File: src/rtl/core/pllacc_pkg.sv
// Shared types, constants and helpers for the point light lumel accumulator.
package pllacc_pkg;

    // Geometry and number formats
    localparam int MAP_DIM     = 256;
    localparam int COORD_WIDTH = 16;
    localparam int IDX_W       = 8;
    localparam int PROD_W      = COORD_WIDTH + IDX_W + 1;
    localparam int DIFF_W      = COORD_WIDTH + IDX_W + 4;
    localparam int MAG_W       = 16;
    localparam int SQ_W        = 2 * MAG_W;
    localparam int D2_W        = SQ_W + 2;
    localparam int R2_W        = 32;
    localparam int REM_W       = R2_W + 1;
    localparam int Q_W         = 9;
    localparam int ADD_W       = 9;
    localparam int PACK_W      = 48;

    localparam logic [Q_W-1:0] INTENS_ONE_ONE = Q_W'(282);
    localparam logic [7:0]     BYTE_MAX       = 8'hFF;

    // Queue between classifier and shading pipeline
    localparam int QUEUE_DEPTH = 4;
    localparam int QUEUE_AW    = $clog2(QUEUE_DEPTH);
    localparam int QUEUE_CW    = $clog2(QUEUE_DEPTH + 1);

    // Configuration register indexes
    typedef enum logic [2:0] {
        REG_LIGHT_POS = 3'd0,
        REG_RADIUS_SQ = 3'd1,
        REG_COLOR     = 3'd2,
        REG_ORIGIN    = 3'd3,
        REG_U_STEP    = 3'd4,
        REG_V_STEP    = 3'd5
    } cfg_idx_t;

    typedef struct packed {
        logic [PACK_W-1:0] light_pos;
        logic [R2_W-1:0]   radius_sq;
        logic [23:0]       color;
        logic [PACK_W-1:0] origin;
        logic [PACK_W-1:0] u_step;
        logic [PACK_W-1:0] v_step;
    } cfg_t;

    typedef struct packed {
        logic [7:0]      b0;
        logic [7:0]      b1;
        logic [7:0]      b2;
        logic            go;
        logic [R2_W-1:0] d2;
    } qent_t;

    // Pull one signed coordinate out of a packed triple; missing bits read zero
    function automatic logic signed [COORD_WIDTH-1:0] coord_of(
        input logic [PACK_W-1:0] packed_v,
        input int                axis
    );
        logic [PACK_W+3*COORD_WIDTH-1:0] ext;
        ext = {{(3*COORD_WIDTH){1'b0}}, packed_v};
        return ext[axis*COORD_WIDTH +: COORD_WIDTH];
    endfunction

endpackage

File: src/rtl/core/pllacc_fifo.sv
// Short queue that decouples the classifier from the shading pipeline.
module pllacc_fifo
    import pllacc_pkg::*;
(
    input  logic  clk,
    input  logic  rst_n,
    input  logic  push,
    input  qent_t push_data,
    input  logic  pop,
    output qent_t head,
    output logic  full,
    output logic  empty
);

    qent_t                mem_reg [QUEUE_DEPTH];
    logic [QUEUE_AW-1:0]  wr_ptr_reg;
    logic [QUEUE_AW-1:0]  rd_ptr_reg;
    logic [QUEUE_CW-1:0]  count_reg;
    logic [QUEUE_CW-1:0]  count_next;

    assign full  = (count_reg == QUEUE_CW'(QUEUE_DEPTH));
    assign empty = (count_reg == '0);
    assign head  = mem_reg[rd_ptr_reg];

    // Track occupancy
    always_comb
    begin
        count_next = count_reg;
        if (push && !pop)
            count_next = count_reg + 1'b1;
        else if (pop && !push)
            count_next = count_reg - 1'b1;
    end

    // Advance pointers
    always_ff @(posedge clk or negedge rst_n)
    begin
        if (!rst_n)
        begin
            wr_ptr_reg <= '0;
            rd_ptr_reg <= '0;
            count_reg  <= '0;
        end
        else
        begin
            if (push)
                wr_ptr_reg <= (wr_ptr_reg == QUEUE_AW'(QUEUE_DEPTH - 1)) ? '0 : wr_ptr_reg + 1'b1;
            if (pop)
                rd_ptr_reg <= (rd_ptr_reg == QUEUE_AW'(QUEUE_DEPTH - 1)) ? '0 : rd_ptr_reg + 1'b1;
            count_reg <= count_next;
        end
    end

    // Store entries
    always_ff @(posedge clk)
    begin
        if (push)
            mem_reg[wr_ptr_reg] <= push_data;
    end

    a_count_bound: assert property (@(posedge clk) disable iff (!rst_n)
        count_reg <= QUEUE_CW'(QUEUE_DEPTH))
        else $error("queue count above depth");
    a_no_push_full: assert property (@(posedge clk) disable iff (!rst_n)
        full |-> !push)
        else $error("push into full queue");
    a_no_pop_empty: assert property (@(posedge clk) disable iff (!rst_n)
        empty |-> !pop)
        else $error("pop from empty queue");
    a_count_step: assert property (@(posedge clk) disable iff (!rst_n)
        (push && !pop) |=> count_reg == $past(count_reg) + 1'b1)
        else $error("queue count did not grow on push");

endmodule

File: config.mk
export PLATFORM = sky130hd
export DESIGN_NAME = pllacc_fifo
export DESIGN_NICKNAME = d
export VERILOG_FILES = /design/src/rtl/core/pllacc_pkg.sv /design/src/rtl/core/pllacc_fifo.sv
export SDC_FILE = /design/constraint.sdc
export NUM_CORES = 1
export LEC_CHECK = 0
export BUFFER_PORTS_ARGS = -buffer_cell sky130_fd_sc_hd__buf_2
export CAP_MARGIN = 20
export CORE_UTILIZATION = 54
export CTS_BUF_LIST = sky130_fd_sc_hd__clkbuf_16
export CTS_CLUSTER_SIZE = 16
export DETAILED_ROUTE_END_ITERATION = 6
export GPL_ROUTABILITY_DRIVEN = 0
export PLACE_DENSITY = 0.8
export SKIP_LAST_GASP = 1
export SLEW_MARGIN = 20
export SYNTH_ARGS = -nofsm -noshare
export SYNTH_HDL_FRONTEND = slang
export SYNTH_SLANG_ARGS = --single-unit
File: constraint.sdc
create_clock -name clk -period 3.95 [get_ports clk]
set_input_delay 0.79 -clock clk [delete_from_list [all_inputs] [get_ports clk]]
set_output_delay 0.79 -clock clk [all_outputs]
set_load 0.02 [all_outputs]
-- Word level (Yosys, flattened, before mapping)
Memory sizes are Yosys's and may differ from the RTL's.
Index checks and enable logic that the tools add are counted.
- register bits: 7
- bits in writable memories: 228
- input bits: 61
- word-level logic and storage cells: 23
- memories: 1
- memory list (memory ; depth ; width ; read ports ; clocked after Yosys merged registers in ; write ports ; RTL line ; text):
    mem_reg ; 4 ; 57 ; 1 ; 0 ; 1 ; pllacc_fifo.sv:15 ; qent_t mem_reg [QUEUE_DEPTH];
- add/subtract/negate cells: 4
- eq/ne operators: 3
- mux-type cells: 6
- reduce and logical (&&, ||, !) cells: 6
- operators by type and width (kind ; number):
    3-bit 2-to-1 mux ; 2
    2-bit by 1-bit adder with 2-bit output, second input constant ; 2
    2-bit equality test, second input constant ; 2
    2-bit 2-to-1 mux ; 2
    3-bit by 1-bit adder with 3-bit output, second input constant ; 1
    3-bit equality test, second input constant ; 1
    3-bit zero test ; 1
    3-bit by 1-bit subtractor with 3-bit output, second input constant ; 1
    1-bit logical AND ; 2
    1-bit zero test ; 2
    1-bit 2-to-1 mux ; 2
    2-bit nonzero test ; 1

-- Longest topological paths before layout
- word-level depth: 4
- mapped depth: 7
- depth with buffers taken out: 7

-- Least setup slack after synthesis
No wires, ideal clock.
- kind: input to register
- from: in push
- to: mem mem_reg[0][0] (netlist name) (enable)
- library setup time: 0.421 ns
- arrival time: 2.140 ns
- data required time: 3.529 ns
- path slack: 1.389 ns
- stages: 1
- path buffers: 0
- cell sequence: and2_1
- longest elaborated chain between the ends: 2
- RTL lines (what ; RTL line ; text):
    start: declaration ; pllacc_fifo.sv:7 ; input logic push,
    1-bit 2-to-1 mux ; pllacc_fifo.sv:57 ; if (push)
    1-bit 2-to-1 mux (not written as such) ; pllacc_fifo.sv:58 ; mem_reg[wr_ptr_reg] <= push_data;
    end: declaration ; pllacc_fifo.sv:15 ;
Every way passes these cells.

==> impl_metrics.toml <==
[status]
outcome = "finished clean"

[place]
placed_area_sq_um = 9510
place_hpwl_um = 9270
port-buffer-count = 119
preCtsSetupSlack_ns = 1.19

[routing]
drt_wl_total_um = 14800
final_antenna_net_count = 0
drc = 0
drtIter0Drc = 240
dr.pass1.iters = 4
top_layer_used = "met4"
m1WireLength_um = 5980
wl_met3_um = 1070
wl_per_cell_um = 21.1
wl_met2_um = 7450
vias = 3862
avgViaCountPerCell = 5.50

[worst_setup_path]
required_ns = 3.16
critPathKind = "register to primary output"
crit_arrival_ns = 2.44
cp_max_fo = 34
critPathLaunchType = "register"
endpoint_kind = "primary output"

[grt]
grt_pass1_wl_um = 23100
grt_pass1_vias = 4294
grt_usage_pct = 18.8
antenna_found_initial = 1
grt_max_degree = 48
grt_overflow = 0

[finish]
multi_input_area_sq_um = 1510
nFillCells = 1019
layout-drive-gt1-share_pct = 45.9
areaGrowthSynthToFinish_pct = 18.1
regArea_sq_um = 7030
final_area_sq_um = 10200
largest_reg_flops = 228
final_nets = 544
utilization_pct = 66.2

[yosys]
synth_top_area_cell = "edfxtp_1"
synth_area_per_cell_sq_um = 25.8
ys_top_cells_by_area = "edfxtp_1, mux4_2, dfrtp_1"
yosys_most_used_dff = "edfxtp_1"
synth_seq_cells = 235
synth_area_sq_um = 8650
synth_cell_types = 20
ys_seq_area_share_pct = 81.2
async_flop_share_pct = 2.98
synth_top_area_share_pct = 79.2
yosys_warnings = 0
synth_fp_nets = 403
syn_inst = 335
synth_edf_count = 228

[pwr]
power_mw = 7.71
ir_drop_mv = 0.527
cellPowerDensity_nw_per_um2 = 755
power.leakage_nw = 3.54

[clock_network]
cts_setup_buffers = 0
h-tree-depth = 1
clockRootBuffer = "clkbuf_16"
cts-buffers-inserted = 23
cts_resized = 0
cts.sinks = 235
clock_path_buffers = 3
hold_buffers = 0
cts.clk_slew.worst_paths_ns = 0.06
insertion_delay_ns = 0.51
cts_tree = "yes"

[sta]
fin_tns_setup_ns = 0
finalSetupViolations = 0
slew_violations = 0
worst_slew_pin_slew_ns = 0.741
timing.final.ws_setup_ns = 0.721
hold_violations = 0
period_minus_slack_ns = 3.23
max_slew_margin_pct = 50.6
fin_skew_ns = 0.0267
grt_setup_unrepaired = "false"
timing.fmax_mhz = 310
finalCritPeriodShare_pct = 81.7

[floorplan]
initial_utilization_pct = 56.1
die_w_um = 129
die_area_sq_um = 16500
rows = 45
ios = 120
die_height_um = 129
core_area_sq_um = 15400

[hold_path]
min_path_type = "primary input to asynchronous set/reset pin"

[job]
drv_cap = 0
[cell type report]
type	count	share of cell area, %
Sequential cell	235	68.8
Multi-Input combinational cell	83	14.8
Timing Repair Buffer	129	6.81
Clock buffer	23	5.63
Tap cell	211	2.58
Clock inverter	16	1.22
Inverter	4	0.147
Antenna cell	1	0.0245
[worst max-delay path: stages, from the launching register on]
cell,delay (ns)
dfrtp_4,0.88
buf_4,0.32
mux4_2,0.53
buf_2,0.18
[cells by family after synthesis]
logic type      share of synthesized area [%]
compound gates                          0.116
xor+xnor                                0.304
fa+ha+maj                                1.10
buf+inv                                  1.42
flops                                    81.2
mux                                      15.2
simple gates                            0.651
[metrics by stage]
step	hold slack, ns	instances
after detailed placement	0.491	662
after global placement	0.476	662
after CTS	0.0903	701
after floorplan	0.456	335
final	0.103	702
after global routing	0.0978	701
[synth_stat cells (all sizes together) (2+ instances only)]
cell and instances:
inv 4, nor2 3, dfrtp 7, ha 6, o21ai 2, buf 13
mux4 57, edfxtp 228, and2 4, nand2 2, xor2 2, mux2 3
[power breakdown]
group	leakage [nW]	switching [mW]	total, mW	internal (mW)
sequential	2.18	0.267	3.47	3.20
combinational	1.01	1.24	2.22	0.977
clock	0.357	0.841	2.02	1.18
[cells in the final DEF, fill, tap and decap left out, types with 3 or more instances in the layout]
cell type,netlist,final
edfxtp_1,228,228
mux2_2,3,3
buf_4,4,8
ha_1,6,6
inv_1,4,8
mux4_2,57,57
nor2_1,3,3
clkinv_1,0,5
dfrtp_1,7,5
clkinv_2,0,3
buf_2,3,119
clkbuf_16,0,23
and2_2,0,4
[worst paths after layout]
check,from,to,slack [ns],cells past startpoint
max in group asynchronous,rst_n,rd_ptr_reg[0]$_DFFE_PN0P_,3.67,1
worst min-delay path,rst_n,count_reg[1]$_DFFE_PN0P_,0.10,1
worst min register to register,count_reg[2]$_DFFE_PN0P_,count_reg[2]$_DFFE_PN0P_,0.49,1
worst max-delay path,rd_ptr_reg[0]$_DFFE_PN0P_,head[56],0.72,3
worst max register to register,wr_ptr_reg[0]$_DFFE_PN0P_,mem_reg[2][10]$_DFFE_PP_,1.86,4
min in group clk,push_data[32],mem_reg[1][32]$_DFFE_PP_,0.49,1
[layer usage]
layer / vias to the layer above / GRT usage, %
met5: - / 0
met4: 0 / 4.64
met3: 22 / 5.07
met2: 127 / 32.6
met1: 2008 / 23.8
li1: 1705 / -
(Power assumes the default switching activity.)
