$ cat src/rtl/core/pllacc_pkg.sv
// Shared types, constants and helpers for the point light lumel accumulator.
package pllacc_pkg;

    // Geometry and number formats
    localparam int MAP_DIM     = 256;
    localparam int COORD_WIDTH = 16;
    localparam int IDX_W       = 8;
    localparam int PROD_W      = COORD_WIDTH + IDX_W + 1;
    localparam int DIFF_W      = COORD_WIDTH + IDX_W + 4;
    localparam int MAG_W       = 16;
    localparam int SQ_W        = 2 * MAG_W;
    localparam int D2_W        = SQ_W + 2;
    localparam int R2_W        = 32;
    localparam int REM_W       = R2_W + 1;
    localparam int Q_W         = 9;
    localparam int ADD_W       = 9;
    localparam int PACK_W      = 48;

    localparam logic [Q_W-1:0] INTENS_ONE_ONE = Q_W'(282);
    localparam logic [7:0]     BYTE_MAX       = 8'hFF;

    // Queue between classifier and shading pipeline
    localparam int QUEUE_DEPTH = 4;
    localparam int QUEUE_AW    = $clog2(QUEUE_DEPTH);
    localparam int QUEUE_CW    = $clog2(QUEUE_DEPTH + 1);

    // Configuration register indexes
    typedef enum logic [2:0] {
        REG_LIGHT_POS = 3'd0,
        REG_RADIUS_SQ = 3'd1,
        REG_COLOR     = 3'd2,
        REG_ORIGIN    = 3'd3,
        REG_U_STEP    = 3'd4,
        REG_V_STEP    = 3'd5
    } cfg_idx_t;

    typedef struct packed {
        logic [PACK_W-1:0] light_pos;
        logic [R2_W-1:0]   radius_sq;
        logic [23:0]       color;
        logic [PACK_W-1:0] origin;
        logic [PACK_W-1:0] u_step;
        logic [PACK_W-1:0] v_step;
    } cfg_t;

    typedef struct packed {
        logic [7:0]      b0;
        logic [7:0]      b1;
        logic [7:0]      b2;
        logic            go;
        logic [R2_W-1:0] d2;
    } qent_t;

    // Pull one signed coordinate out of a packed triple; missing bits read zero
    function automatic logic signed [COORD_WIDTH-1:0] coord_of(
        input logic [PACK_W-1:0] packed_v,
        input int                axis
    );
        logic [PACK_W+3*COORD_WIDTH-1:0] ext;
        ext = {{(3*COORD_WIDTH){1'b0}}, packed_v};
        return ext[axis*COORD_WIDTH +: COORD_WIDTH];
    endfunction

endpackage

$ cat src/rtl/core/pllacc_back.sv
// Shading pipeline: pipelined d2/r2 divider, color scale and saturating add.
module pllacc_back
    import pllacc_pkg::*;
(
    input  logic       clk,
    input  logic       rst_n,
    input  cfg_t       cfg,
    input  qent_t      q_head,
    input  logic       q_empty,
    output logic       q_pop,
    output logic       out_valid,
    input  logic       out_stall,
    output logic [7:0] out_byte0,
    output logic [7:0] out_byte1,
    output logic [7:0] out_byte2,
    output logic       lit
);

    logic en;

    // Divider stages, one quotient bit each
    logic             dv_reg   [Q_W];
    logic [REM_W-1:0] rem_reg  [Q_W];
    logic [REM_W-1:0] rem_next [Q_W];
    logic [Q_W-1:0]   q_reg    [Q_W];
    logic [Q_W-1:0]   q_next   [Q_W];
    logic [7:0]       b0_reg [Q_W], b1_reg [Q_W], b2_reg [Q_W];
    logic             go_reg [Q_W];

    // Color scale stage
    logic             mv_reg;
    logic [ADD_W-1:0] add0_reg, add1_reg, add2_reg;
    logic [ADD_W-1:0] add0_next, add1_next, add2_next;
    logic [7:0]       mb0_reg, mb1_reg, mb2_reg;
    logic             mgo_reg;

    // Output register
    logic             ov_reg;
    logic [7:0]       ob0_reg, ob1_reg, ob2_reg;
    logic             olit_reg;

    assign en        = !ov_reg || !out_stall;
    assign q_pop     = en && !q_empty;
    assign out_valid = ov_reg;
    assign out_byte0 = ob0_reg;
    assign out_byte1 = ob1_reg;
    assign out_byte2 = ob2_reg;
    assign lit       = olit_reg;

    // Restoring division steps: remainder stays below a nonzero r2 while d2 is at most r2
    always_comb
    begin
        logic [REM_W-1:0] t;
        logic             ge;
        for (int k = 0; k < Q_W; k++)
        begin
            if (k == 0)
            begin
                t = REM_W'(q_head.d2);
                ge = (t >= REM_W'(cfg.radius_sq));
                q_next[k] = Q_W'(ge);
            end
            else
            begin
                t = {rem_reg[k-1][REM_W-2:0], 1'b0};
                ge = (t >= REM_W'(cfg.radius_sq));
                q_next[k] = {q_reg[k-1][Q_W-2:0], ge};
            end
            rem_next[k] = ge ? t - REM_W'(cfg.radius_sq) : t;
        end
    end

    // Scale light color by intensity; skipped lumels gain nothing
    always_comb
    begin
        logic [Q_W-1:0]       qf;
        logic [Q_W-1:0]       intens;
        logic [Q_W+7:0]       p0, p1, p2;
        qf     = (cfg.radius_sq == '0) ? '0 : q_reg[Q_W-1];
        intens = INTENS_ONE_ONE - qf;
        p0 = intens * cfg.color[15:8];
        p1 = intens * cfg.color[7:0];
        p2 = intens * cfg.color[23:16];
        add0_next = go_reg[Q_W-1] ? p0[Q_W+7:8] : '0;
        add1_next = go_reg[Q_W-1] ? p1[Q_W+7:8] : '0;
        add2_next = go_reg[Q_W-1] ? p2[Q_W+7:8] : '0;
    end

    function automatic logic [7:0] sat_add(input logic [7:0] b, input logic [ADD_W-1:0] a);
        logic [ADD_W:0] s;
        s = (ADD_W+1)'(b) + (ADD_W+1)'(a);
        return (s > (ADD_W+1)'(BYTE_MAX)) ? BYTE_MAX : s[7:0];
    endfunction

    // Advance valid bits
    always_ff @(posedge clk or negedge rst_n)
    begin
        if (!rst_n)
        begin
            for (int k = 0; k < Q_W; k++)
                dv_reg[k] <= 1'b0;
            mv_reg <= 1'b0;
            ov_reg <= 1'b0;
        end
        else if (en)
        begin
            dv_reg[0] <= !q_empty;
            for (int k = 1; k < Q_W; k++)
                dv_reg[k] <= dv_reg[k-1];
            mv_reg <= dv_reg[Q_W-1];
            ov_reg <= mv_reg;
        end
    end

    // Advance payload
    always_ff @(posedge clk)
    begin
        if (en)
        begin
            for (int k = 0; k < Q_W; k++)
            begin
                rem_reg[k] <= rem_next[k];
                q_reg[k]   <= q_next[k];
            end
            b0_reg[0] <= q_head.b0;
            b1_reg[0] <= q_head.b1;
            b2_reg[0] <= q_head.b2;
            go_reg[0] <= q_head.go;
            for (int k = 1; k < Q_W; k++)
            begin
                b0_reg[k] <= b0_reg[k-1];
                b1_reg[k] <= b1_reg[k-1];
                b2_reg[k] <= b2_reg[k-1];
                go_reg[k] <= go_reg[k-1];
            end
            add0_reg <= add0_next;
            add1_reg <= add1_next;
            add2_reg <= add2_next;
            mb0_reg  <= b0_reg[Q_W-1];
            mb1_reg  <= b1_reg[Q_W-1];
            mb2_reg  <= b2_reg[Q_W-1];
            mgo_reg  <= go_reg[Q_W-1];
            ob0_reg  <= sat_add(mb0_reg, add0_reg);
            ob1_reg  <= sat_add(mb1_reg, add1_reg);
            ob2_reg  <= sat_add(mb2_reg, add2_reg);
            olit_reg <= mgo_reg;
        end
    end

endmodule

$ cat config.mk
export PLATFORM = sky130hd
export DESIGN_NAME = pllacc_back
export DESIGN_NICKNAME = d
export VERILOG_FILES = /design/src/rtl/core/pllacc_pkg.sv /design/src/rtl/core/pllacc_back.sv
export SDC_FILE = /design/constraint.sdc
export NUM_CORES = 2
export LEC_CHECK = 0
export ABC_CLOCK_PERIOD_IN_PS = 28500
export BUFFER_PORTS_ARGS = -buffer_cell sky130_fd_sc_hd__buf_4
export CORE_ASPECT_RATIO = 1.4
export CORE_UTILIZATION = 50
export CTS_BUF_LIST = sky130_fd_sc_hd__clkbuf_4 sky130_fd_sc_hd__clkbuf_8
export DETAILED_ROUTE_END_ITERATION = 8
export PLACE_DENSITY = 0.68
export SYNTH_ARGS = -nofsm -noshare
export SYNTH_HDL_FRONTEND = slang
export SYNTH_SLANG_ARGS = --single-unit
$ cat constraint.sdc
create_clock -name clk -period 28.5 [get_ports clk]
set_clock_uncertainty 0.1 [all_clocks]
set_input_delay 1.425 -clock clk [delete_from_list [all_inputs] [get_ports clk]]
set_output_delay 1.425 -clock clk [all_outputs]
set_load 0.005 [all_outputs]
# [Word-level counts from Yosys, hierarchy flattened]
# Memory sizes are Yosys's and may differ from the RTL's. A register that Yosys moved wholly into a read port is not among the register bits.
# Cells that the tools add are included.
[word_totals] ff_bits=64 ramBits=603 in_bits=309 output_inout_bits=27 mem_count=6
[op_classes] n_addsub=13 multipliers=3 magnitude_cmp=12 n_mux=12 reduce_logical=6
[mem_list] name="rem_reg" words=9 word_bits=33 rd=8 rd_ports_with_merged_regs=0 write_ports=9 line="pllacc_back.sv:23" text="logic [REM_W-1:0] rem_reg [Q_W];"
[mem_list] name="q_reg" words=9 word_bits=9 rd=9 rd_ports_with_merged_regs=0 write_ports=9 line="pllacc_back.sv:25" text="logic [Q_W-1:0] q_reg [Q_W];"
[mem_list] name="b0_reg" words=9 word_bits=8 rd=9 rd_ports_with_merged_regs=1 write_ports=9 line="pllacc_back.sv:27" text="logic [7:0] b0_reg [Q_W], b1_reg [Q_W], b2_reg [Q_W];"
[mem_list] name="b1_reg" words=9 word_bits=8 rd=9 rd_ports_with_merged_regs=1 write_ports=9 line="pllacc_back.sv:27"
[mem_list] name="b2_reg" words=9 word_bits=8 rd=9 rd_ports_with_merged_regs=1 write_ports=9 line="pllacc_back.sv:27"
[mem_list] name="go_reg" words=9 word_bits=1 rd=9 rd_ports_with_merged_regs=0 write_ports=9 line="pllacc_back.sv:28" text="logic go_reg [Q_W];"
[ops] operator="2-to-1 mux 33 bit" count=9
[ops] operator="greater-or-equal comparator 33 x 32 -> 1 bit" count=8
[ops] operator="subtractor 33 x 32 -> 33 bit" count=8
[ops] operator="multiplier 9 x 8 -> 17 bit" count=3
[ops] operator="subtractor 32 x 32 -> 33 bit" count=1
[ops] operator="greater-or-equal comparator 32 bit" count=1
[ops] operator="logical NOT 32 bit" count=1
[ops] operator="adder 8 x 9 -> 10 bit" count=3
[ops] operator="> comparator 10 x 8 -> 1 bit (second input constant)" count=3
[ops] operator="2-to-1 mux 9 bit" count=1
[ops] operator="subtractor 9 bit (first input constant)" count=1
[ops] operator="logical NOT 1 bit" count=3
[ops] operator="2-to-1 mux 1 bit" count=2
[ops] operator="logical AND 1 bit" count=1
[ops] operator="logical OR 1 bit" count=1

# [Depth between registers and ports, before layout]
[logic_depth] word_depth=4 ltp_mapped=32 mapped_depth_nobuf=28

# [Worst setup path before layout]
# No wires, ideal clock.
[synth_path] path_kind="input to register" start="in out_stall" end="reg dv_reg[0] (netlist name)" setup_time_ps=158 t_arrival_ps=20228 required_ps=28242 setup_slack_ps=8014 stages=3 path_buffers=1 cell_sequence="nand2_1 clkbuf_1 mux2_2"
[synth_via] elab_chain_cells=2
[synth_lines] item="from (decl)" line="pllacc_back.sv:12" text="input logic out_stall,"
[synth_lines] item="logical NOT 1 bit" line="pllacc_back.sv:42" text="assign en = !ov_reg || !out_stall;"
[synth_lines] item="logical OR 1 bit" line="pllacc_back.sv:42"
[synth_lines] item="to (signal, indexed assignment)" line="pllacc_back.sv:109" text="dv_reg[k] <= dv_reg[k-1];"
[synth_lines] item="to (decl)" line="pllacc_back.sv:22" text="logic dv_reg [Q_W];"
# No other way between the ends.
# A chain may end at the register's enable or synchronous reset.

# [Worst setup path in the final report]
[layout_path] start="in cfg[168] (netlist name)" end="reg add2_reg[8] (data pin)"
[layout_via] elab_chain_cells=4
[layout_lines] item="from (decl)" line="pllacc_back.sv:7" text="input cfg_t cfg,"
[layout_lines] item="logical NOT 32 bit" line="pllacc_back.sv:79" text="qf = (cfg.radius_sq == '0) ? '0 : q_reg[Q_W-1];"
[layout_lines] item="2-to-1 mux 9 bit" line="pllacc_back.sv:79"
[layout_lines] item="subtractor 9 bit" line="pllacc_back.sv:80" text="intens = INTENS_ONE_ONE - qf;"
[layout_lines] item="multiplier 9 x 8 -> 17 bit" line="pllacc_back.sv:83" text="p2 = intens * cfg.color[23:16];"
[layout_lines] item="to (signal assigned)" line="pllacc_back.sv:138" text="add2_reg <= add2_next;"
[layout_lines] item="to (decl)" line="pllacc_back.sv:32" text="logic [ADD_W-1:0] add0_reg, add1_reg, add2_reg;"
# No other way between the ends.

==> reports/results.tsv <==
metric	value	unit
Compound-Gate Fraction of Synth Area	13.7	%
RSZ-0062 raised after global routing	false	
Slew @ Worst Pin	1.18	ns
Critical Path End Type	flip-flop	
mux share of post-synthesis cell area	2.93	%
clock-pin slew on the worst setup and hold paths	0.06	ns
EDFF count, synth	603	
CTS root buf	clkbuf_8	
run status	completed	
Post-Synth Simple-Gate Area	12.3	%
Data required, critical path	28.87	ns
Max Cap Viol	0	
Slew HR	21.0	%
max-slew violations	0	
Synth Area in Adders	18.9	%
clock buffer depth	3	
WP data arrival	9.64	ns
min Tclk post-route	9.26	ns
Post-DRT Antenna Nets	0	
final period utilization	32.5	%
Detail Placement HPWL	65000	µm
commonest non-fill, non-tap cell in the layout	edfxtp_1	
effective utilization at floorplan	50.8	%
final hold violations	0	
synthesized area	41700	µm²
DIE AREA	84600	µm²
initial antenna violation count	3	
Die Y	344	µm
Unique masters post-synth	87	
number of I/O pins	336	
# hold bufs at CTS	0	
Mapped Cells	3779	
vias	28700	
GRT Overall Usage	21.1	%
main combinational cell family by area after synthesis	adder cells	
Util after Layout	56.3	%
setup_tns	0	ns
clk_lat worst skew	0.74	ns
TritonRoute pass-1 iters	7	
largest net degree at the start of global routing	84	
die width	246	µm
Yosys warnings	0	
final estimated routing congestion in global placement	0.897	
layout cells sized above 1	11.7	%
Max Clock Freq	108	MHz
Syn Nets	4636	
max FFs per register	256	
xor/xnor share of the synthesized area	4.89	%
ys flop type	edfxtp_1	
post_cts resized	0	
Placeable Area	82100	µm²
most frequent cells in the layout	603 x edfxtp_1, 414 x ha_1, 301 x a21oi_1	
htree depth	3	
Post-layout nets	4834	
Synth Area per Inst	11.0	µm²
CP Launch Type	primary input	
I/O Buffers	143	
Post-CTS Setup Bufs	0	
total gr overflow	0	
drt via density	5.59	
CTS Buf Count	100	
synthesis-stage register bit count	614	
synthesis-to-layout area growth	10.8	%
row count	124	
Residual DRC	0	
first-pass GRT wire length	143000	µm
Crit Path Category	primary input to flip-flop	
Hold Crit Class	flip-flop to flip-flop	
initial drt markers	1399	
clock sink total	614	
Synth async-reset ratio	1.79	%
# setup viols final	0	
Post-Route WL	87600	µm
Worst Path Max Fanout	24	
register area share after synthesis	44.1	%
CTS tree	yes	
post-DR wirelength/cell	17.1	µm
vias in the first global route	29200	
worst max-delay path, stage by stage:
cell      delay (ns)
buf_4           0.22
nor4_1          0.31
nand4_1         0.59
or2_2           0.69
and2_1          0.37
ha_1            0.31
o21ai_0         0.20
xnor2_1         0.16
nand2_1         0.54
and2_1          0.43
fa_1            0.45
fa_1            0.48
fa_1            0.55
inv_1           0.05
fa_1            0.47
inv_1           0.04
ha_1            0.28
nand4b_1        0.09
nor2_1          0.07
o211ai_1        0.19
a21boi_1        0.17
o21ai_1         0.24
a21oi_1         0.16
or4_1           0.45
a31o_2          0.27
a21oi_1         0.18
xnor2_1         0.08
and2_1          0.15
per-layer routing:
metal	wire length, µm	share of wire, %	track usage (%)	vias up
met1	36800	42	24.9	13800
met3	3270	3.7	3.03	155
met4	3230	3.7	8.94	0
li1	-	-	-	14200
met5	0	0	0	-
met2	44300	51	37.8	502
layout make-up:
type	count	area, µm²
tap	1071	1340
inverter	273	1020
antenna	3	7.51
timing repair buffer	170	1280
clock inverter	48	524
sequential	614	18400
multi-input combinational	2818	22000
clock buffer	133	1670
fill	7021	35900
worst paths after layout:
kind                               from  depth (start not counted)  slack (ns)           end
setup / recovery               cfg[168]                         28       19.24   add2_reg[8]
hold / removal             q_reg[0][28]                          0        0.28  q_reg[0][38]
setup reg to reg           q_reg[0][72]                         24       21.03   add0_reg[8]
hold reg to reg            q_reg[0][28]                          0        0.28  q_reg[0][38]
max in group asynchronous         rst_n                          1       27.71     dv_reg[3]
min in group asynchronous         rst_n                          1        0.42     dv_reg[4]
through the flow:
stage | hold slack [ns] | instances | setup WS [ns] | instance area, µm²
floorplan | 0.300 | 3779 | 8.01 | 41700
global placement | 0.300 | 4946 | 18.54 | 44000
detailed placement | 0.305 | 4946 | 18.52 | 44000
CTS | 0.260 | 5127 | 19.33 | 46200
global route | 0.271 | 5130 | 18.88 | 46200
finish | 0.284 | 5130 | 19.24 | 46200
Yosys cell counts (6+ instances only):
cell type,n,area [µm²]
dfrtp_1,11,275
edfxtp_1,603,18100
nor3_1,64,320
o21a_1,54,405
mux2_2,100,1130
o21ai_1,16,80.1
fa_1,134,2680
a31o_2,8,70.1
a211oi_1,34,255
nand3_1,61,305
xor2_1,97,850
nand2_1,226,848
nor3b_1,7,52.6
buf_2,22,110
and2_1,152,951
a21o_1,118,886
nand2b_1,57,357
o2111ai_1,8,70.1
o21bai_1,29,218
o311ai_0,6,52.6
xnor2_1,136,1190
o31ai_1,22,165
o211ai_1,16,120
nand4_1,43,269
or3_1,17,106
nor4_1,25,156
o21ai_0,183,916
a211o_1,7,61.3
o41ai_1,7,61.3
a221oi_1,7,61.3
clkbuf_1,46,173
nor2b_1,61,382
inv_1,271,1020
a21boi_0,6,45.0
and3_1,30,188
or2_2,11,68.8
nor2_1,247,927
ha_1,414,5180
a21oi_1,301,1510
mux2i_1,8,80.1
a31oi_1,17,106
logic make-up after synthesis:
| logic type | count (synthesis) |
|---|---|
| adders and majority gates | 548 |
| muxes | 109 |
| DFF | 614 |
| and+or+nand+nor | 1023 |
| AOI/OAI and AO/OA | 905 |
| buffers and inverters | 347 |
| xor gates and xnor gates | 233 |
Power is left out: the tool's default activity adds up to more than one toggle a clock period on the data nets, which glitch-free logic cannot reach.
