$ cat src/rtl/core/pllacc_pkg.sv
// Shared types, constants and helpers for the point light lumel accumulator.
package pllacc_pkg;

    // Geometry and number formats
    localparam int MAP_DIM     = 256;
    localparam int COORD_WIDTH = 16;
    localparam int IDX_W       = 8;
    localparam int PROD_W      = COORD_WIDTH + IDX_W + 1;
    localparam int DIFF_W      = COORD_WIDTH + IDX_W + 4;
    localparam int MAG_W       = 16;
    localparam int SQ_W        = 2 * MAG_W;
    localparam int D2_W        = SQ_W + 2;
    localparam int R2_W        = 32;
    localparam int REM_W       = R2_W + 1;
    localparam int Q_W         = 9;
    localparam int ADD_W       = 9;
    localparam int PACK_W      = 48;

    localparam logic [Q_W-1:0] INTENS_ONE_ONE = Q_W'(282);
    localparam logic [7:0]     BYTE_MAX       = 8'hFF;

    // Queue between classifier and shading pipeline
    localparam int QUEUE_DEPTH = 4;
    localparam int QUEUE_AW    = $clog2(QUEUE_DEPTH);
    localparam int QUEUE_CW    = $clog2(QUEUE_DEPTH + 1);

    // Configuration register indexes
    typedef enum logic [2:0] {
        REG_LIGHT_POS = 3'd0,
        REG_RADIUS_SQ = 3'd1,
        REG_COLOR     = 3'd2,
        REG_ORIGIN    = 3'd3,
        REG_U_STEP    = 3'd4,
        REG_V_STEP    = 3'd5
    } cfg_idx_t;

    typedef struct packed {
        logic [PACK_W-1:0] light_pos;
        logic [R2_W-1:0]   radius_sq;
        logic [23:0]       color;
        logic [PACK_W-1:0] origin;
        logic [PACK_W-1:0] u_step;
        logic [PACK_W-1:0] v_step;
    } cfg_t;

    typedef struct packed {
        logic [7:0]      b0;
        logic [7:0]      b1;
        logic [7:0]      b2;
        logic            go;
        logic [R2_W-1:0] d2;
    } qent_t;

    // Pull one signed coordinate out of a packed triple; missing bits read zero
    function automatic logic signed [COORD_WIDTH-1:0] coord_of(
        input logic [PACK_W-1:0] packed_v,
        input int                axis
    );
        logic [PACK_W+3*COORD_WIDTH-1:0] ext;
        ext = {{(3*COORD_WIDTH){1'b0}}, packed_v};
        return ext[axis*COORD_WIDTH +: COORD_WIDTH];
    endfunction

endpackage

$ cat src/rtl/core/pllacc_front.sv
// Classifier: lumel position, squared distance and inside-radius test.
module pllacc_front
    import pllacc_pkg::*;
(
    input  logic             clk,
    input  logic             rst_n,
    input  cfg_t             cfg,
    input  logic             in_valid,
    output logic             in_stall,
    input  logic [IDX_W-1:0] lumel_col,
    input  logic [IDX_W-1:0] lumel_row,
    input  logic [7:0]       in_byte0,
    input  logic [7:0]       in_byte1,
    input  logic [7:0]       in_byte2,
    input  logic             q_full,
    output logic             q_push,
    output qent_t            q_data
);

    logic en;

    // Stage 1: products
    logic                     v1_reg;
    logic signed [PROD_W-1:0] pu_reg [3];
    logic signed [PROD_W-1:0] pv_reg [3];
    logic signed [PROD_W-1:0] pu_next [3];
    logic signed [PROD_W-1:0] pv_next [3];
    logic [7:0]               b0_1_reg, b1_1_reg, b2_1_reg;
    logic                     skip1_reg;
    logic                     skip1_next;

    // Stage 2: magnitudes
    logic                     v2_reg;
    logic [MAG_W-1:0]         m_reg [3];
    logic [MAG_W-1:0]         m_next [3];
    logic                     far2_reg, far2_next;
    logic [7:0]               b0_2_reg, b1_2_reg, b2_2_reg;
    logic                     skip2_reg;

    // Stage 3: squares
    logic                     v3_reg;
    logic [SQ_W-1:0]          sq_reg [3];
    logic                     far3_reg;
    logic [7:0]               b0_3_reg, b1_3_reg, b2_3_reg;
    logic                     skip3_reg;

    // Stage 4: radius test
    logic                     v4_reg;
    qent_t                    ent4_reg;
    qent_t                    ent4_next;
    logic [D2_W-1:0]          d2_sum;

    assign en       = !v4_reg || !q_full;
    assign in_stall = !en;
    assign q_push   = v4_reg && !q_full;
    assign q_data   = ent4_reg;

    // Form per-axis index products and the early skip
    always_comb
    begin
        for (int a = 0; a < 3; a++)
        begin
            pu_next[a] = $signed({1'b0, lumel_col}) * coord_of(cfg.u_step, a);
            pv_next[a] = $signed({1'b0, lumel_row}) * coord_of(cfg.v_step, a);
        end
        skip1_next = (in_byte0 == BYTE_MAX && in_byte1 == BYTE_MAX && in_byte2 == BYTE_MAX)
                   || (32'(lumel_col) >= 32'(MAP_DIM)) || (32'(lumel_row) >= 32'(MAP_DIM));
    end

    // Sum position, subtract light, take magnitude
    always_comb
    begin
        logic signed [DIFF_W-1:0] d;
        logic [DIFF_W-1:0]        mag;
        far2_next = 1'b0;
        for (int a = 0; a < 3; a++)
        begin
            d = DIFF_W'(coord_of(cfg.origin, a)) + DIFF_W'(pu_reg[a]) + DIFF_W'(pv_reg[a])
              - DIFF_W'(coord_of(cfg.light_pos, a));
            mag = d[DIFF_W-1] ? DIFF_W'(-d) : DIFF_W'(d);
            m_next[a] = mag[MAG_W-1:0];
            if (mag[DIFF_W-1:MAG_W] != '0)
                far2_next = 1'b1;
        end
    end

    // Accumulate and compare against radius squared
    always_comb
    begin
        d2_sum = D2_W'(sq_reg[0]) + D2_W'(sq_reg[1]) + D2_W'(sq_reg[2]);
        ent4_next.b0 = b0_3_reg;
        ent4_next.b1 = b1_3_reg;
        ent4_next.b2 = b2_3_reg;
        ent4_next.go = !skip3_reg && !far3_reg && (d2_sum <= D2_W'(cfg.radius_sq));
        ent4_next.d2 = d2_sum[R2_W-1:0];
    end

    // Advance valid bits
    always_ff @(posedge clk or negedge rst_n)
    begin
        if (!rst_n)
        begin
            v1_reg <= 1'b0;
            v2_reg <= 1'b0;
            v3_reg <= 1'b0;
            v4_reg <= 1'b0;
        end
        else if (en)
        begin
            v1_reg <= in_valid;
            v2_reg <= v1_reg;
            v3_reg <= v2_reg;
            v4_reg <= v3_reg;
        end
    end

    // Advance payload
    always_ff @(posedge clk)
    begin
        if (en)
        begin
            for (int a = 0; a < 3; a++)
            begin
                pu_reg[a] <= pu_next[a];
                pv_reg[a] <= pv_next[a];
                m_reg[a]  <= m_next[a];
                sq_reg[a] <= m_reg[a] * m_reg[a];
            end
            b0_1_reg  <= in_byte0;
            b1_1_reg  <= in_byte1;
            b2_1_reg  <= in_byte2;
            skip1_reg <= skip1_next;
            b0_2_reg  <= b0_1_reg;
            b1_2_reg  <= b1_1_reg;
            b2_2_reg  <= b2_1_reg;
            skip2_reg <= skip1_reg;
            far2_reg  <= far2_next;
            b0_3_reg  <= b0_2_reg;
            b1_3_reg  <= b1_2_reg;
            b2_3_reg  <= b2_2_reg;
            skip3_reg <= skip2_reg;
            far3_reg  <= far2_reg;
            ent4_reg  <= ent4_next;
        end
    end

endmodule

$ cat config.mk
export PLATFORM = sky130hd
export DESIGN_NAME = pllacc_front
export DESIGN_NICKNAME = d
export VERILOG_FILES = /design/src/rtl/core/pllacc_pkg.sv /design/src/rtl/core/pllacc_front.sv
export SDC_FILE = /design/constraint.sdc
export NUM_CORES = 2
export LEC_CHECK = 0
export BUFFER_PORTS_ARGS = -buffer_cell sky130_fd_sc_hd__buf_2
export CAP_MARGIN = 40
export CORE_MARGIN = 5
export CORE_UTILIZATION = 30
export CTS_CLUSTER_DIAMETER = 80
export DETAILED_ROUTE_END_ITERATION = 16
export GPL_TIMING_DRIVEN = 0
export PLACE_DENSITY_LB_ADDON = 0.12
export SLEW_MARGIN = 20
export SYNTH_ARGS = -nofsm -noshare
export SYNTH_HDL_FRONTEND = slang
export SYNTH_SLANG_ARGS = --single-unit
$ cat constraint.sdc
create_clock -name clk -period 17.2 [get_ports clk]
set_input_delay 3.44 -clock clk [delete_from_list [all_inputs] [get_ports clk]]
set_output_delay 3.44 -clock clk [all_outputs]
set_load 0.01 [all_outputs]
; Word level (Yosys, flattened, before mapping)
; Memory sizes are Yosys's and may differ from the RTL's.
; Index checks and enable logic that the tools add are counted.
[totals]
register_bits = 138
output_inout_bits = 59
memories = 4
mem_bits_rw = 294
in_bits = 292
word_cells = 75
[classes]
reduce_logical = 15
n_addsub = 14
eq_ne = 3
magnitude_cmp = 1
multipliers = 9
n_mux = 6
[mem_list]
columns = memory, words, word_bits, rd, rd_clocked_by_memory_dff, wr, line
row1 = sq_reg, 3, 32, 3, 0, 3, pllacc_front.sv:42  ; logic [SQ_W-1:0] sq_reg [3];
row2 = pu_reg, 3, 25, 3, 0, 3, pllacc_front.sv:24  ; logic signed [PROD_W-1:0] pu_reg [3];
row3 = pv_reg, 3, 25, 3, 0, 3, pllacc_front.sv:25  ; logic signed [PROD_W-1:0] pv_reg [3];
row4 = m_reg, 3, 16, 3, 0, 3, pllacc_front.sv:34  ; logic [MAG_W-1:0] m_reg [3];
[op_table]
columns = cell, n
row1 = multiplier 9 x 16 -> 25 bit, 6
row2 = multiplier 16 x 16 -> 32 bit, 3
row3 = 2-to-1 mux 28 bit, 3
row4 = negator 28 bit, 3
row5 = subtractor 27 x 16 -> 28 bit, 3
row6 = adder 26 x 25 -> 27 bit, 3
row7 = adder 16 x 25 -> 26 bit, 3
row8 = nonzero test 12 bit, 3
row9 = adder 33 x 32 -> 34 bit, 1
row10 = <= comparator 34 x 32 -> 1 bit, 1
row11 = adder 32 x 32 -> 33 bit, 1
row12 = "equality test 8 bit, second input constant", 3
row13 = logical AND 1 bit, 5
row14 = zero test 1 bit, 5
row15 = 2-to-1 mux 1 bit, 3
row16 = OR reduction 2 bit, 1
row17 = logical OR 1 bit, 1

; Longest topological paths before layout
[logic_depth]
depth_word = 7
ltp_mapped = 28
depth_no_buf = 27

; Least setup slack after synthesis
; OpenSTA, ideal clock, no wires.
[synth_path]
path_type = input port to output port
startpoint = input q_full
endpoint = output in_stall
path_stages = 2
n_path_buf = 0
path_slack_ns = 0.375
t_required_ns = 13.760
arrival_ns = 13.385
cell_sequence = nand2_1 > inv_1
[synth_between]
elab_chain_cells = 3
[synth_lines]
columns = element, line
row1 = start: declaration, pllacc_front.sv:15  ; input logic q_full,
row2 = zero test 1 bit, pllacc_front.sv:53  ; assign en = !v4_reg || !q_full;
row3 = logical OR 1 bit, pllacc_front.sv:53
row4 = zero test 1 bit, pllacc_front.sv:54  ; assign in_stall = !en;
row5 = end: declaration, pllacc_front.sv:9  ; output logic in_stall,
; Every way passes these cells.

==> impl_results.md <==
* Number of flops mapped to enable cells by yosys at about 430
* Worst Setup Slack, final at around 7.5 ns
* All-layer global routing usage at between 10% and 20%
* PortBufs at slightly above 300
* Max-cap check violation count at 0
* Final Max Slew Viols at 0
* Count of distinct cell types in the synthesized netlist at 110
* Area of the core at about 250000 sq um
* Overflow left after global routing at 0
* Combined area of the multi-input logic cells at around 54000 sq um
* Final Hold Viols at 0
* Number of flip-flops under the largest register name at 93
* Die width at between 500 and 600 um
* Worst hold path type: reg2reg
* TritonRoute pass-1 iters at 5
* Metal3 WL at roughly 8000 um
* Cells after Synth at 7721
* Root buffer selected by CTS: sky130_fd_sc_hd__clkbuf_16
* Critical path's slowest cell: sky130_fd_sc_hd__fa_1
* Mean instance size in the synthesized netlist at 9.688 sq um
* Register clock-pin slew on the reported worst setup and hold paths at ~0.060 ns
* PostCTS Resize Cnt at 0
* Element type at the critical path end: flop
* Count of placed standard cells in the final layout, fillers left out at around 12000
* Result of the run: finished, final reports clean
* Fraction of registers with async set/reset at 0.9324%
* Number of cells on the worst reg-to-reg path at 22
* Worst reg2reg path startpoint: m_reg[0][18]
* Fillers at 25820
* Maximum cell stage delay along the critical path at 0.55 ns
* TritonCTS clock tree: built
* Fraction of final layout cells with drive strength greater than 1 at approximately 6.6%
* Placed wire-length estimate at about 190000 um
* Critical Setup Path Class: in2reg
* Transition at the pin with the smallest max-transition slack at about 0.90 ns
* Global placement routability congestion at 0.8447
* Post-Place Cells at 11400
* Antenna violations before repair at 31
* Endpoint of the lowest-slack register-to-register path: sq_reg[0][63]
* Hold Path Stages at 0
* Worst-Skew Late Latency at 0.70 ns
* Unrepaired setup endpoints after global routing: false
* Synth Register Bits at 429
* Via density per instance at 4.558
* Number of setup buffers added after CTS at 0
* Setup crit start kind: primary input
* Starting density of the core at a little under a third
* Maximum achievable frequency at between 100 and 150 MHz
* Post-cts hold buffer count at 0
* CP cell instances: clkbuf_1 -> buf_6 -> clkbuf_1 -> nand2_1 -> fa_1 -> inv_1 -> fa_1 -> ha_1 -> inv_1 -> fa_1 -> inv_1 -> ha_1 -> nor2b_1 -> o21ai_0 -> a21boi_0 -> o21ai_0 -> a21oi_1 -> o21a_1 -> o31a_1 -> o41ai_1 -> o2111ai_1 -> a31o_2 -> a21oi_1 -> xnor2_1
* IO Count at 351
* Via count of the first global-routing pass at ~57000
* Family with the most delay on the worst path: compound AO/OA/AOI/OAI gates
* Residual antenna-violating net count after detailed routing at 0
* Top flip-flop cell by instance count after synthesis: sky130_fd_sc_hd__edfxtp_1
* Worst-case clock skew at between 0.08 and 0.09 ns
* Initial drt markers at ~2600
* Rel. slew slack at between 30% and 40%
* Number of clock sinks at about 430
* Overall routed net length at roughly 220000 um
* Critical path data required time at 17.58 ns
* Site Rows at about 180
* Start point of the worst min-delay path: b2_1_reg[6]
* Post-synthesis to final-layout area growth at 11.59%
* Total die area at roughly 260000 sq um
* Post-synth design cell area at about 75000 sq um
* Height of the die at between 500 and 600 um
* DR vias at about 53000
* DRC at 0
* Drt wl/cell at roughly 19 um
* Net count reported at finish at 10470
* Maximum number of pins on one net before global-route repair at between 50 and 60
* Arrival time worst endpoint at roughly 10 ns
* Time the worst path needs with I/O delays and setup at a little under 10 ns
* CP max FO at 10
* Number of H-tree branching levels at 3
* CTS buffer count at between 60 and 70
* Share of the clock period used by the worst path after layout at a little under three fifths
* Global-route wire length before repair at between 300000 and 400000 um
* Worst Path Buf+Inv at 6
* Top routing layer used: met5
* Largest buffer count on any clock path at 3
* YS warnings at 0
* Part of the Yosys area used for sequential elements at roughly 17%
* Wire length on met2 at 109200 um
* Total of endpoints with negative setup slack in the final report at 0
* Register area at 12860 sq um
* Worst hold path endpoint: b2_2_reg[6]
* Slack of the worst reg-to-reg path at between 8 and 9 ns
* Pre-CTS worst setup slack at roughly 6.8 ns
* Wire length the detailed router placed on met1 at approximately 94000 um
per-layer routing:
layer | track usage (%) | vias to the layer above
li1 | - | 25010
met4 | 2.703 | 8
met1 | 21.87 | 26570
met5 | 0 | -
met3 | 1.957 | 151
met2 | 30.47 | 855
metrics by stage:
step	cell area [sq um]	utilization, %	hold slack (ns)	setup TNS (ns)
2_1_floorplan	74800	-	0.4003	0
3_3_place_gp	80520	32.41	0.4005	-821.16
3_5_place_dp	81030	32.62	0.4045	0
4_1_cts	83400	33.57	0.4157	0
5_1_grt	83440	33.59	0.4149	0
6_report	83470	33.60	0.4138	0
area by class of cell:
| class | count | share of cell area [%] |
|---|---|---|
| Antenna cell | 12 | 0.03598 |
| Inverter | 1876 | 8.437 |
| Multi-Input combinational cell | 5248 | 64.95 |
| Tap cell | 3330 | 4.992 |
| Buffer | 169 | 0.8335 |
| Sequential cell | 429 | 15.41 |
| Clock inverter | 47 | 0.7585 |
| Clock buffer | 78 | 2.084 |
| Timing Repair Buffer | 349 | 2.497 |
Yosys cell counts (7+ instances only):
library cell                count  share of area [%]
sky130_fd_sc_hd__o31ai_1       25               0.25
sky130_fd_sc_hd__o41ai_1       11               0.13
sky130_fd_sc_hd__nor2_1       266                1.3
sky130_fd_sc_hd__a21o_1        91               0.91
sky130_fd_sc_hd__a31oi_1       35               0.29
sky130_fd_sc_hd__o211a_1        8               0.11
sky130_fd_sc_hd__or3_1         29               0.24
sky130_fd_sc_hd__a211oi_1      36               0.36
sky130_fd_sc_hd__o21ai_0      166                1.1
sky130_fd_sc_hd__clkbuf_1     161               0.81
sky130_fd_sc_hd__o21ai_1       13              0.087
sky130_fd_sc_hd__xnor2_1      250                2.9
sky130_fd_sc_hd__nand2_1      662                3.3
sky130_fd_sc_hd__o31a_1        12               0.14
sky130_fd_sc_hd__a211o_1        9               0.11
sky130_fd_sc_hd__nor3_1        91               0.61
sky130_fd_sc_hd__o211ai_1      16               0.16
sky130_fd_sc_hd__a21oi_1      218                1.5
sky130_fd_sc_hd__and4_1        11               0.13
sky130_fd_sc_hd__mux2_2         7               0.11
sky130_fd_sc_hd__edfxtp_1     425                 17
sky130_fd_sc_hd__xor2_1        86                1.0
sky130_fd_sc_hd__mux2i_1       14               0.19
sky130_fd_sc_hd__nand2b_1      27               0.23
sky130_fd_sc_hd__nor2b_1       42               0.35
sky130_fd_sc_hd__and3_1        41               0.34
sky130_fd_sc_hd__nand3_1       79               0.53
sky130_fd_sc_hd__fa_1        1293                 35
sky130_fd_sc_hd__o2111ai_1     16               0.19
sky130_fd_sc_hd__o21a_1        48               0.48
sky130_fd_sc_hd__a2111oi_0     12               0.14
sky130_fd_sc_hd__o21bai_1      25               0.25
sky130_fd_sc_hd__ha_1         740                 12
sky130_fd_sc_hd__and2_1       630                5.3
sky130_fd_sc_hd__or2_2         23               0.19
sky130_fd_sc_hd__nor4_1        23               0.19
sky130_fd_sc_hd__inv_1       1874                9.4
sky130_fd_sc_hd__a21boi_0      13               0.13
sky130_fd_sc_hd__nand4_1       35               0.29
kinds of logic after synthesis:
logic type	after synthesis	synth area share (%)
and+or+nand+nor	2007	13.66
buffers and inverters	2045	10.34
other	2	0.01004
muxes	21	0.2927
adders and majority gates	2033	46.98
AOI/OAI and AO/OA	846	7.519
xor gates and xnor gates	338	4.001
DFF	429	17.20
worst max-delay path by stage:
stage                            start            end  slack, ns  depth (start not counted)
after floorplan                 q_full       in_stall       0.38                          2
after global placement          q_full       in_stall      -3.93                          4
after detailed placement  lumel_col[0]  pu_reg[0][49]       6.75                         25
after CTS                 lumel_col[0]  pu_reg[0][49]       7.46                         25
after global routing      lumel_col[1]  pu_reg[0][49]       7.07                         24
final                     lumel_col[1]  pu_reg[0][49]       7.50                         24
cells in the final DEF, fill, tap and decap left out, types with 25 or more instances in the layout:
cell type | synthesis | layout
sky130_fd_sc_hd__nor2_1 | 266 | 266
sky130_fd_sc_hd__xnor2_1 | 250 | 250
sky130_fd_sc_hd__a21o_1 | 91 | 91
sky130_fd_sc_hd__ha_1 | 740 | 740
sky130_fd_sc_hd__edfxtp_1 | 425 | 425
sky130_fd_sc_hd__clkbuf_1 | 161 | 169
sky130_fd_sc_hd__fa_1 | 1293 | 1293
sky130_fd_sc_hd__and2_1 | 630 | 630
sky130_fd_sc_hd__clkbuf_16 | 0 | 68
sky130_fd_sc_hd__nor2b_1 | 42 | 42
sky130_fd_sc_hd__and3_1 | 41 | 41
sky130_fd_sc_hd__a21oi_1 | 218 | 218
sky130_fd_sc_hd__o21ai_0 | 166 | 166
sky130_fd_sc_hd__nand4_1 | 35 | 35
sky130_fd_sc_hd__nor3_1 | 91 | 91
sky130_fd_sc_hd__a31oi_1 | 35 | 35
sky130_fd_sc_hd__or3_1 | 29 | 29
sky130_fd_sc_hd__nand3_1 | 79 | 79
sky130_fd_sc_hd__nand2b_1 | 27 | 27
sky130_fd_sc_hd__nand2_1 | 662 | 661
sky130_fd_sc_hd__o21a_1 | 48 | 48
sky130_fd_sc_hd__o31ai_1 | 25 | 25
sky130_fd_sc_hd__o21bai_1 | 25 | 25
sky130_fd_sc_hd__inv_1 | 1874 | 1874
sky130_fd_sc_hd__buf_2 | 2 | 314
sky130_fd_sc_hd__a211oi_1 | 36 | 36
sky130_fd_sc_hd__xor2_1 | 86 | 86
Power is left out: the tool's default activity adds up to more than one toggle a clock period on the data nets, which glitch-free logic cannot reach.
